## src/sv/i2a_pkg.sv

```systemverilog
`timescale 1ns / 1ps
// Shared types, constants and helpers for the integer-to-ASCII formatter.
// No dependencies; imported by every module of the block.
package i2a_pkg;

  localparam int NUM_DIGITS = 10;
  localparam int DIGIT_W    = 4;
  localparam int BCD_W      = NUM_DIGITS * DIGIT_W;
  localparam int VALUE_W    = 32;

  localparam logic [1:0] FMT_SDEC = 2'd0;
  localparam logic [1:0] FMT_UDEC = 2'd1;
  localparam logic [1:0] FMT_LHEX = 2'd2;
  localparam logic [1:0] FMT_UHEX = 2'd3;

  localparam logic [7:0] CHAR_ZERO  = 8'h30;
  localparam logic [7:0] CHAR_MINUS = 8'h2d;
  localparam logic [7:0] CHAR_LOWER = 8'h61;
  localparam logic [7:0] CHAR_UPPER = 8'h41;

  typedef struct packed {
    logic [1:0]         cmd;
    logic [VALUE_W-1:0] value;
  } i2a_in_t;

  typedef struct packed {
    logic [7:0] char_code;
    logic       last_char;
    logic [3:0] char_count;
  } i2a_out_t;

  // Digits handed from the converter to the emitter, most significant digit on top.
  typedef struct packed {
    logic [BCD_W-1:0] digits;
    logic             neg;
    logic             upper;
  } i2a_conv_t;

  // Add three to every BCD digit of five or more, ahead of a doubling shift.
  function automatic logic [BCD_W-1:0] bcd_adjust(input logic [BCD_W-1:0] bcd);
    logic [BCD_W-1:0] res;
    logic [DIGIT_W-1:0] d;
    res = bcd;
    for (int i = 0; i < NUM_DIGITS; i++) begin
      d = bcd[i*DIGIT_W +: DIGIT_W];
      if (d >= 4'd5) begin
        res[i*DIGIT_W +: DIGIT_W] = d + 4'd3;
      end
    end
    return res;
  endfunction

  function automatic logic [7:0] digit_char(input logic [DIGIT_W-1:0] d, input logic upper);
    logic [7:0] res;
    if (d < 4'd10) begin
      res = CHAR_ZERO + {4'd0, d};
    end else if (upper) begin
      res = CHAR_UPPER + {4'd0, d - 4'd10};
    end else begin
      res = CHAR_LOWER + {4'd0, d - 4'd10};
    end
    return res;
  endfunction

endpackage

```

## src/sv/i2a_convert.sv

```systemverilog
`timescale 1ns / 1ps
// Bit-serial binary to BCD converter (shift and add three), with a direct
// nibble load for hex formats. Depends on i2a_pkg.
module i2a_convert
  import i2a_pkg::*;
(
  input  logic      clk,
  input  logic      rst,
  input  logic      in_valid,
  output logic      in_ready,
  input  i2a_in_t   in_data,
  output logic      conv_valid,
  input  logic      conv_ready,
  output i2a_conv_t conv_data
);

  localparam logic [1:0] ST_IDLE  = 2'd0;
  localparam logic [1:0] ST_SHIFT = 2'd1;
  localparam logic [1:0] ST_HOLD  = 2'd2;

  logic [1:0]         state;
  logic [VALUE_W-1:0] bin;
  logic [BCD_W-1:0]   bcd;
  logic [BCD_W-1:0]   bcd_adj;
  logic [4:0]         cnt;
  logic               neg;
  logic               upper;
  logic               is_neg;

  assign is_neg  = (in_data.cmd == FMT_SDEC) && in_data.value[VALUE_W-1];
  assign bcd_adj = bcd_adjust(bcd);

  always_ff @(posedge clk) begin
    if (rst) begin
      state <= ST_IDLE;
    end else begin
      unique case (state)
        ST_IDLE: begin
          if (in_valid) begin
            neg   <= is_neg;
            upper <= (in_data.cmd == FMT_UHEX);
            cnt   <= 5'd0;
            if (in_data.cmd == FMT_LHEX || in_data.cmd == FMT_UHEX) begin
              bcd   <= {{(BCD_W-VALUE_W){1'b0}}, in_data.value};
              state <= ST_HOLD;
            end else begin
              bin   <= is_neg ? (VALUE_W'(0) - in_data.value) : in_data.value;
              bcd   <= '0;
              state <= ST_SHIFT;
            end
          end
        end
        ST_SHIFT: begin
          // adjust, then double and pull in the next magnitude bit
          bcd <= {bcd_adj[BCD_W-2:0], bin[VALUE_W-1]};
          bin <= {bin[VALUE_W-2:0], 1'b0};
          cnt <= cnt + 5'd1;
          if (cnt == 5'(VALUE_W - 1)) begin
            state <= ST_HOLD;
          end
        end
        ST_HOLD: begin
          if (conv_ready) begin
            state <= ST_IDLE;
          end
        end
        default: state <= ST_IDLE;
      endcase
    end
  end

  assign in_ready   = (state == ST_IDLE);
  assign conv_valid = (state == ST_HOLD);
  assign conv_data  = '{digits: bcd, neg: neg, upper: upper};

endmodule

```

## src/sv/i2a_emit.sv

```systemverilog
`timescale 1ns / 1ps
// Digit emitter: drops leading zeros, sends the sign, then shifts out one
// character per beat into the output register. Depends on i2a_pkg.
module i2a_emit
  import i2a_pkg::*;
(
  input  logic      clk,
  input  logic      rst,
  input  logic      conv_valid,
  output logic      conv_ready,
  input  i2a_conv_t conv_data,
  output logic      out_valid,
  input  logic      out_ready,
  output i2a_out_t  out_data
);

  localparam logic [1:0] ST_IDLE = 2'd0;
  localparam logic [1:0] ST_SKIP = 2'd1;
  localparam logic [1:0] ST_SIGN = 2'd2;
  localparam logic [1:0] ST_EMIT = 2'd3;

  logic [1:0]         state;
  logic [BCD_W-1:0]   dig;
  logic [3:0]         remain;
  logic [3:0]         total;
  logic               neg;
  logic               upper;
  logic               out_free;
  logic               load_beat;
  logic [DIGIT_W-1:0] top_digit;

  assign out_free   = !out_valid || out_ready;
  assign load_beat  = out_free && (state == ST_SIGN || state == ST_EMIT);
  assign top_digit  = dig[BCD_W-1 -: DIGIT_W];
  assign conv_ready = (state == ST_IDLE);

  always_ff @(posedge clk) begin
    if (rst) begin
      state     <= ST_IDLE;
      out_valid <= 1'b0;
    end else begin
      if (load_beat) begin
        out_valid <= 1'b1;
      end else if (out_ready) begin
        out_valid <= 1'b0;
      end
      unique case (state)
        ST_IDLE: begin
          if (conv_valid) begin
            dig    <= conv_data.digits;
            neg    <= conv_data.neg;
            upper  <= conv_data.upper;
            remain <= 4'(NUM_DIGITS);
            state  <= ST_SKIP;
          end
        end
        ST_SKIP: begin
          // drop leading zeros, but always keep the final digit
          if (top_digit == '0 && remain != 4'd1) begin
            dig    <= dig << DIGIT_W;
            remain <= remain - 4'd1;
          end else begin
            total <= remain + {3'd0, neg};
            state <= neg ? ST_SIGN : ST_EMIT;
          end
        end
        ST_SIGN: begin
          if (out_free) begin
            out_data.char_code  <= CHAR_MINUS;
            out_data.last_char  <= 1'b0;
            out_data.char_count <= 4'd0;
            state               <= ST_EMIT;
          end
        end
        ST_EMIT: begin
          if (out_free) begin
            out_data.char_code  <= digit_char(top_digit, upper);
            out_data.last_char  <= (remain == 4'd1);
            out_data.char_count <= (remain == 4'd1) ? total : 4'd0;
            dig                 <= dig << DIGIT_W;
            remain              <= remain - 4'd1;
            if (remain == 4'd1) begin
              state <= ST_IDLE;
            end
          end
        end
        default: state <= ST_IDLE;
      endcase
    end
  end

endmodule

```

## src/sv/integer_to_ascii_formatter.sv

```systemverilog
`timescale 1ns / 1ps
// Integer-to-ASCII formatter: bit-serial converter feeding a digit emitter.
// Depends on i2a_pkg, i2a_convert and i2a_emit.
//
// Usage:
//   in channel  (in_valid/in_ready/in_data): one beat per number, carrying
//     cmd (0 signed dec, 1 unsigned dec, 2 lower hex, 3 upper hex) and value.
//   out channel (out_valid/out_ready/out_data): one beat per character, most
//     significant first; last_char marks the final one, which also carries
//     char_count (sign included). Other characters carry char_count 0.
// Operation:
//   Decimal values run through a shift-and-add-three converter, one bit per
//   cycle; hex values load directly. The emitter then skips each leading
//   zero digit, then sends each character. The converter takes the next
//   number once it hands the previous one to the emitter, so it can convert
//   the next number while the emitter still sends the characters of the
//   previous one.
// Reset (rst, synchronous) empties both stages and drops any pending beat.
// When out_ready is low the current character holds in the output register
// and the emitter and then the converter stall behind it.
module integer_to_ascii_formatter
  import i2a_pkg::*;
(
  input  logic     clk,
  input  logic     rst,
  input  logic     in_valid,
  output logic     in_ready,
  input  i2a_in_t  in_data,
  output logic     out_valid,
  input  logic     out_ready,
  output i2a_out_t out_data
);

  logic      conv_valid;
  logic      conv_ready;
  i2a_conv_t conv_data;

  i2a_convert u_convert (
    .clk        (clk),
    .rst        (rst),
    .in_valid   (in_valid),
    .in_ready   (in_ready),
    .in_data    (in_data),
    .conv_valid (conv_valid),
    .conv_ready (conv_ready),
    .conv_data  (conv_data)
  );

  i2a_emit u_emit (
    .clk        (clk),
    .rst        (rst),
    .conv_valid (conv_valid),
    .conv_ready (conv_ready),
    .conv_data  (conv_data),
    .out_valid  (out_valid),
    .out_ready  (out_ready),
    .out_data   (out_data)
  );

endmodule

```

## config.mk

```make
export PLATFORM = sky130hd
export DESIGN_NAME = integer_to_ascii_formatter
export DESIGN_NICKNAME = d
export VERILOG_FILES = /design/src/sv/i2a_pkg.sv /design/src/sv/i2a_convert.sv /design/src/sv/i2a_emit.sv /design/src/sv/integer_to_ascii_formatter.sv
export SDC_FILE = /design/constraint.sdc
export NUM_CORES = 1
export LEC_CHECK = 0
export ABC_CLOCK_PERIOD_IN_PS = 3200
export BUFFER_PORTS_ARGS = -buffer_cell sky130_fd_sc_hd__buf_2
export CORE_ASPECT_RATIO = 0.5
export CORE_MARGIN = 2
export CORE_UTILIZATION = 61
export DETAILED_ROUTE_END_ITERATION = 7
export GPL_ROUTABILITY_DRIVEN = 1
export HOLD_SLACK_MARGIN = 0.05
export PLACE_DENSITY_LB_ADDON = 0.15
export SYNTH_ARGS = -nofsm -noshare
export SYNTH_HDL_FRONTEND = slang
export SYNTH_SLANG_ARGS = --single-unit
```

## constraint.sdc

```tcl
create_clock -name clk -period 3.2 [get_ports clk]
set_input_delay 0.32 -clock clk [delete_from_list [all_inputs] [get_ports clk]]
set_output_delay 0.32 -clock clk [all_outputs]
set_load 0.005 [all_outputs]
```

==> impl_metrics.json, run 1 <==
{
  "setup_tns_ns": 0,
  "drive_gt1_share_pct": 20.0,
  "cts.htree.levels": 4,
  "vias_per_cell": 5.92,
  "initial_core_util_pct": 62.4,
  "finalMaxSlewViolations": 0,
  "clock_path_buffers": 2,
  "hold_path_class": "in -> reg",
  "die_h_um": 84.5,
  "clock-skew-final_ns": 0.0169,
  "fin_crit_sh_pct": 69.6,
  "grt_antenna_before_repair": 0,
  "grt_pass1_wl_um": 26700,
  "ioPinCount": 53,
  "critPathRequiredTime_ns": 3.25,
  "ys_warn_count": 0,
  "grt_overflow_total": 0,
  "peakVddDrop_uv": 327,
  "routed_wl_um": 16200,
  "port-buffer-count": 51,
  "cts_resized": 0,
  "fin_nets": 806,
  "rows": 29,
  "clk_pin_slew_ns": 0.07,
  "die-area_um2": 13900,
  "synthArstFlopShare_pct": 0,
  "cts_tree": "built",
  "die_w_um": 165,
  "final_core_util_pct": 70.7,
  "worstMarginPinSlew_ns": 0.943,
  "drt-pass1-iter-count": 5,
  "cp_data_arrival_time_ns": 2.28,
  "synthCells": 685,
  "end_kind": "register",
  "synth_area_um2": 7900,
  "syn_nets": 758,
  "core_um2": 12700,
  "cts_buffers": 17,
  "rsz0062_at_grt": "no",
  "timing.hold.ws_ns": 0.193,
  "syn_avg_cell_area_um2": 11.5,
  "total_power_mw": 5.96,
  "period_needed_ns": 2.23,
  "via_count": 5427,
  "track_usage_pct": 25.1,
  "hold_viol_final": 0,
  "yosysUniqueCellTypes": 57,
  "cts_root_buffer": "clkbuf_16",
  "yosys-top-cells-area": "edfxtp_1, ha_1, mux2_2",
  "insertion_delay_ns": 0.43,
  "clock_sinks": 146,
  "fmax_mhz": 449,
  "start_kind": "register",
  "powerDensity_nw_per_um2": 666,
  "drt_iter0_drc": 397,
  "grt_pass1_vias": 5320,
  "dpl.hpwl_um": 10500,
  "total_leakage_power_nw": 3.24,
  "ys_seq_area_share_pct": 54.9,
  "post_cts_buffers": 0,
  "drc_errors": 0,
  "setup_viol": 0,
  "path_class": "reg -> reg",
  "syn2layout_area_growth_pct": 13.4,
  "drv_cap": 0,
  "antenna_cells": 0,
  "yosysTopAreaCellShare_pct": 53.6,
  "cts_hold_buf": 0,
  "synth_top_area_cell": "edfxtp_1",
  "outcome": "finished clean",
  "synth-edff-count": 141,
  "routabilityCongestion": 0.795,
  "grt_max_degree": 59,
  "ys_seq_elements": 146,
  "antenna_left": 0,
  "relSlewSlack_pct": 36.2,
  "synth_flop_cell": "edfxtp_1",
  "crit_fanout": 44,
  "wire_per_inst_um": 17.7
}
[final timing paths]
| kind | start | endpoint | slack (ns) | cells after the start |
|---|---|---|---|---|
| setup reg to reg | u_emit.remain[0]$_SDFFCE_PP0P_ | u_emit.dig[22]$_DFFE_PP_ | 0.97 | 6 |
| hold reg to reg | u_convert.upper$_DFFE_PP_ | u_emit.upper$_DFFE_PP_ | 0.43 | 0 |
| setup / recovery | u_emit.remain[0]$_SDFFCE_PP0P_ | u_emit.dig[22]$_DFFE_PP_ | 0.97 | 6 |
| hold / removal | rst | u_emit.out_valid$_SDFFE_PP0P_ | 0.19 | 2 |
[cell usage in the layout, fill, tap and decap left out, types with 2 or more instances in the layout]
| cell type | synthesis | layout |
|---|---|---|
| nor3_1 | 9 | 9 |
| a21oi_1 | 48 | 47 |
| edfxtp_1 | 141 | 141 |
| nor4b_1 | 2 | 2 |
| buf_4 | 1 | 7 |
| a211oi_1 | 2 | 2 |
| or4_4 | 2 | 2 |
| clkbuf_16 | 0 | 17 |
| nand2_1 | 42 | 41 |
| bufinv_16 | 0 | 4 |
| or4_1 | 2 | 2 |
| dfxtp_1 | 5 | 5 |
| o41ai_1 | 3 | 3 |
| o31ai_1 | 13 | 13 |
| and4_2 | 1 | 2 |
| buf_12 | 0 | 2 |
| xnor2_1 | 25 | 25 |
| nand2b_1 | 10 | 10 |
| a31oi_1 | 3 | 3 |
| and2_1 | 10 | 10 |
| nor2_1 | 55 | 54 |
| ha_1 | 35 | 35 |
| inv_1 | 34 | 34 |
| or3_1 | 2 | 2 |
| nor2b_1 | 4 | 3 |
| o21ai_1 | 2 | 2 |
| nor3b_1 | 8 | 8 |
| inv_6 | 0 | 5 |
| clkinvlp_4 | 0 | 2 |
| o41ai_2 | 3 | 3 |
| mux2_2 | 36 | 36 |
| xor2_1 | 31 | 31 |
| buf_2 | 1 | 51 |
| nand3_1 | 36 | 36 |
| o21ai_0 | 65 | 65 |
| nor4_4 | 2 | 2 |
| clkinv_4 | 0 | 2 |
[worst max-delay path, cell delays in order (launching register included)]
cell and delay [ns]:
edfxtp_1 0.47, ha_1 0.24, or3b_1 0.24, nand3_1 0.11, nand2_1 0.09, and4_2 0.21, buf_4 0.47
[synth_stat cells (4+ instances only)]
| library cell | number |
|---|---|
| nor3b_1 | 8 |
| nor2_1 | 55 |
| and2_1 | 10 |
| xor2_1 | 31 |
| o31ai_1 | 13 |
| mux2_2 | 36 |
| a21oi_1 | 48 |
| o21ai_0 | 65 |
| inv_1 | 34 |
| nand2_1 | 42 |
| dfxtp_1 | 5 |
| ha_1 | 35 |
| edfxtp_1 | 141 |
| nand3_1 | 36 |
| xnor2_1 | 25 |
| nor3_1 | 9 |
| nand2b_1 | 10 |
| clkbuf_1 | 22 |
| nor2b_1 | 4 |
[state kept, by name, indices dropped and copies added, names as in the netlist]
register          cells
u_convert.bcd        40
u_emit.dig           40
u_convert.bin        32
u_emit.out_data      12
u_convert.cnt         5
u_emit.remain         4
u_emit.total          4
u_convert.state       2
u_emit.state          2
u_convert.neg         1
u_convert.upper       1
u_emit.neg            1
u_emit.out_valid      1
u_emit.upper          1
[power breakdown]
part           switching, mW  internal (mW)
Sequential             0.126           2.49
Combinational          0.674          0.521
Clock                  0.839           1.32
[cell families after synthesis]
kind of cell,after synthesis,synth area share (%)
other cells,1,0.0475
buf+inv,65,3.63
flops,146,54.9
fa+ha+maj,35,5.55
mux,37,5.26
simple gates,200,13.8
xor+xnor,56,6.21
compound gates,145,10.6
[layer usage]
layer	share of wire [%]	wire length (µm)	global-route usage (%)	vias up
met5	0	0	0	-
li1	-	-	-	2591
met2	46	7430	38.6	184
met1	46	7420	35.9	2631
met3	7.4	1210	6.08	21
met4	1.2	191	7.35	0
[metrics by stage]
stage                     worst slack, ns  instance area (µm²)  instances
after floorplan                     0.445                 7900        685
after global placement              0.853                 8320        884
after detailed placement            0.675                 8320        884
after CTS                           0.963                 8950        916
after global routing                0.835                 8950        916
final                               0.974                 8950        916
[final cells by class]
type / instances / area, µm²
clock inverters: 14 / 201
clock buffers: 18 / 429
repair buffers: 60 / 348
well taps: 170 / 213
inverters: 34 / 128
multi-input cells: 474 / 3300
fillers: 886 / 3710
flip-flops and latches: 146 / 4330
No activity file was read; power rests on OpenSTA's default activity.
==> run 2, diff against run 1 <==
ABC_AREA = 1   (was not set)
ABC_CLOCK_PERIOD_IN_PS = 1940   (was 3200)
CORE_UTILIZATION = 55   (was 61)
clock period = 1.94 ns   (was 3.2 ns; I/O delays follow)
==> run 2 against run 1 <==
Critical endpoint is now u_emit.dig[18]$_DFFE_PP_. Non-clock buffer count increased by 7. Flip-flop and latch count unchanged. Sequential share of layout area decreased by 2.1 points. Setup slack got worse by 0.88 ns. Largest power group unchanged. Hold slack got worse by 0.074 ns. Largest cell class unchanged. Final cell count increased by 28%. Critical path depth increased by 3. Cell area increased by 4.7%. Sequential power increased by 76%. Global-route usage decreased by 1.4 points. Combinational power increased by 100%. Clock skew decreased by 0.0055 ns.
==> impl_metrics.json, run 2 <==
{
  "synth_common_cells": "nand2_1, edfxtp_1, inv_1",
  "ys_warn_count": 0,
  "antenna_left": 0,
  "crit_family": "simple AND/OR/NAND/NOR gates",
  "intPower_mw": 7.23,
  "start_kind": "register",
  "end_kind": "register",
  "drc_errors": 0,
  "synthCells": 908,
  "fin_crit_sh_pct": 95.3,
  "reg2reg_depth": 9,
  "fillers": 1185,
  "clock_sinks": 146,
  "crit_slowest_cell": "edfxtp_1",
  "crit_top_cell": "nand2_2",
  "drt-pass1-iter-count": 5,
  "yosys-top-cells-area": "edfxtp_1, nand2_1, o21ai_0",
  "relSlewSlack_pct": 66.9,
  "finalMaxSlewViolations": 0,
  "grt_antenna_before_repair": 0,
  "drv_cap": 0,
  "reg2reg_to": "u_emit.dig[18]$_DFFE_PP_",
  "port-buffer-count": 51,
  "routed_wl_um": 17600,
  "worstMarginPinSlew_ns": 0.491,
  "setup_slack_ns": 0.0919,
  "timing.rr.start": "u_emit.dig[36]$_DFFE_PP_",
  "clock-skew-final_ns": 0.0113,
  "ioPinCount": 53,
  "cts_root_buffer": "clkbuf_16",
  "grt_use_met1_pct": 33.6,
  "clkPwrFrac_pct": 32.6,
  "preCtsSetupSlack_ns": 0.105,
  "cts_hold_buf": 0,
  "grt_pass1_vias": 5926,
  "busiest_layer": "met2",
  "outcome": "finished clean",
  "dpl.hpwl_um": 12100,
  "cp-startpoint": "u_emit.dig[36]$_DFFE_PP_",
  "drt_iter0_drc": 495,
  "peakVddDrop_uv": 633,
  "hold_path_class": "in -> reg",
  "power_frac_seq_pct": 44.0,
  "vias_per_cell": 5.37,
  "synth-edff-count": 141,
  "core_um2": 14400,
  "cp_data_arrival_time_ns": 1.98,
  "period_needed_ns": 1.85,
  "cts_tree": "built",
  "fmax_mhz": 541,
  "clk_pin_slew_ns": 0.06,
  "crit_chain": "inv_2 > ha_4 > nand2_2 > nor2_2 > nand2_1 > nand2_2 > o2111ai_4 > nor2_4 > clkbuf_16",
  "cts_buffers": 17,
  "ys_seq_elements": 146,
  "grt_overflow_total": 0,
  "grt_pass1_wl_um": 28800,
  "grt.met2_usage_pct": 37.3,
  "yosysTopAreaCellShare_pct": 52.5,
  "final_core_util_pct": 65.1,
  "layout_common_cells": "nand2_1, edfxtp_1, o21ai_0",
  "syn2layout_area_growth_pct": 16.3,
  "clock_path_buffers": 2,
  "cts.htree.levels": 4,
  "synth_most_common_cell": "nand2_1",
  "crit_fanout": 7,
  "rows": 31,
  "track_usage_pct": 23.6,
  "synth_top_area_cell": "edfxtp_1",
  "ys_seq_area_share_pct": 53.8,
  "reg2reg_slack_ns": 0.09,
  "wire_per_inst_um": 15.0,
  "hold_viol_final": 0,
  "cp_num_cells": 9,
  "initial_core_util_pct": 56.0,
  "max_stage_delay_ns": 0.44,
  "syn_avg_cell_area_um2": 8.88,
  "critPathRequiredTime_ns": 2.07,
  "endpoint": "u_emit.dig[18]$_DFFE_PP_",
  "crit_buf_inv": 2,
  "synthArstFlopShare_pct": 0,
  "insertion_delay_ns": 0.42,
  "fin_nets": 1039,
  "powerDensity_nw_per_um2": 1110,
  "die_h_um": 89.6,
  "die_w_um": 175,
  "total_leakage_power_nw": 3.87,
  "power.switching_mw": 3.21,
  "routabilityCongestion": 0.946,
  "drive_gt1_share_pct": 12.6,
  "yosysUniqueCellTypes": 41,
  "grt_max_degree": 78,
  "path_class": "reg -> reg",
  "largestRegisters": "u_convert.bcd x40, u_emit.dig x40, u_convert.bin x32",
  "synth_area_um2": 8060,
  "switching_share_pct": 30.7,
  "syn_nets": 981,
  "final_common_cell": "nand2_1",
  "antenna_cells": 0,
  "die-area_um2": 15700,
  "synth_flop_cell": "edfxtp_1",
  "via_count": 6323,
  "use_met3_pct": 5.47,
  "pwr-share-comb_pct": 23.4,
  "setup_viol": 0
}
## run 2: worst reg2reg max path: stages (launching register included)
cell and delay (ns):
edfxtp_1 0.44, inv_2 0.12, ha_4 0.14, nand2_2 0.05, nor2_2 0.10, nand2_1 0.07
nand2_2 0.08, o2111ai_4 0.11, nor2_4 0.24, clkbuf_16 0.22
## run 2: worst min-delay path by stage
| stage | start | end | slack, ns | cells past startpoint |
|---|---|---|---|---|
| floorplan | in_data[33] | u_convert.upper$_DFFE_PP_ | 0.36 | 2 |
| global placement | u_convert.upper$_DFFE_PP_ | u_emit.upper$_DFFE_PP_ | 0.40 | 0 |
| detailed placement | u_convert.neg$_DFFE_PP_ | u_emit.neg$_DFFE_PP_ | 0.40 | 0 |
| CTS | in_data[32] | u_convert.upper$_DFFE_PP_ | 0.10 | 3 |
| global route | in_data[32] | u_convert.upper$_DFFE_PP_ | 0.12 | 3 |
| finish | in_data[32] | u_convert.upper$_DFFE_PP_ | 0.12 | 3 |
## run 2: final cells by class
cell class / count / area [µm²] / area share (%)
clock inverter: 15 / 183 / 1.95
clock buffer: 17 / 425 / 4.54
timing repair buffer: 67 / 497 / 5.30
tap: 198 / 248 / 2.64
multi-input combinational: 612 / 3220 / 34.4
inverter: 122 / 458 / 4.89
sequential: 146 / 4340 / 46.3
## run 2: power by group through the flow
stage / registers (mW) / logic, mW / clock network [mW]
after floorplan: 4.59 / 1.61 / 0
after global placement: 4.63 / 2.23 / 0
after detailed placement: 4.65 / 2.30 / 0
after CTS: 4.59 / 2.32 / 3.44
after global routing: 4.66 / 2.80 / 3.57
final: 4.60 / 2.44 / 3.40
## run 2: cells by family (layout without fill, tap and decap cells)
kind of cell             after synthesis  count (layout)  share of synthesized area [%]
AND/OR/NAND/NOR                      377             377                           19.5
AO/OA/AOI/OAI                        183             183                           12.2
buffers and inverters                150             221                           7.30
flip-flops                           146             146                           53.8
adder cells (fa/ha/maj)               35              35                           5.43
XOR/XNOR                              16              16                           1.74
other                                  1               1                         0.0465
## run 2: per-layer routing
metal	vias up	routed length [µm]
met3	16	1280
met1	2934	8390
li1	3160	-
met5	-	0
met2	213	7810
met4	0	142
## run 2: through the flow
step	cell area [µm²]	setup TNS, ns	hold slack, ns	std cells	power (mW)
2_1_floorplan	8100	-49.85	0.362	908	6.19
3_3_place_gp	8680	0	0.404	1142	6.86
3_5_place_dp	8680	0	0.405	1142	6.95
4_1_cts	9290	0	0.103	1174	10.4
5_1_grt	9370	-0.204	0.117	1177	11.0
6_report	9370	0	0.119	1177	10.4
## run 2: timing repair
item,in CTS,in global routing
buffers inserted,0,1
endpoints found under the setup margin,0,65
resized for setup,0,9
endpoints found under the hold margin,0,0
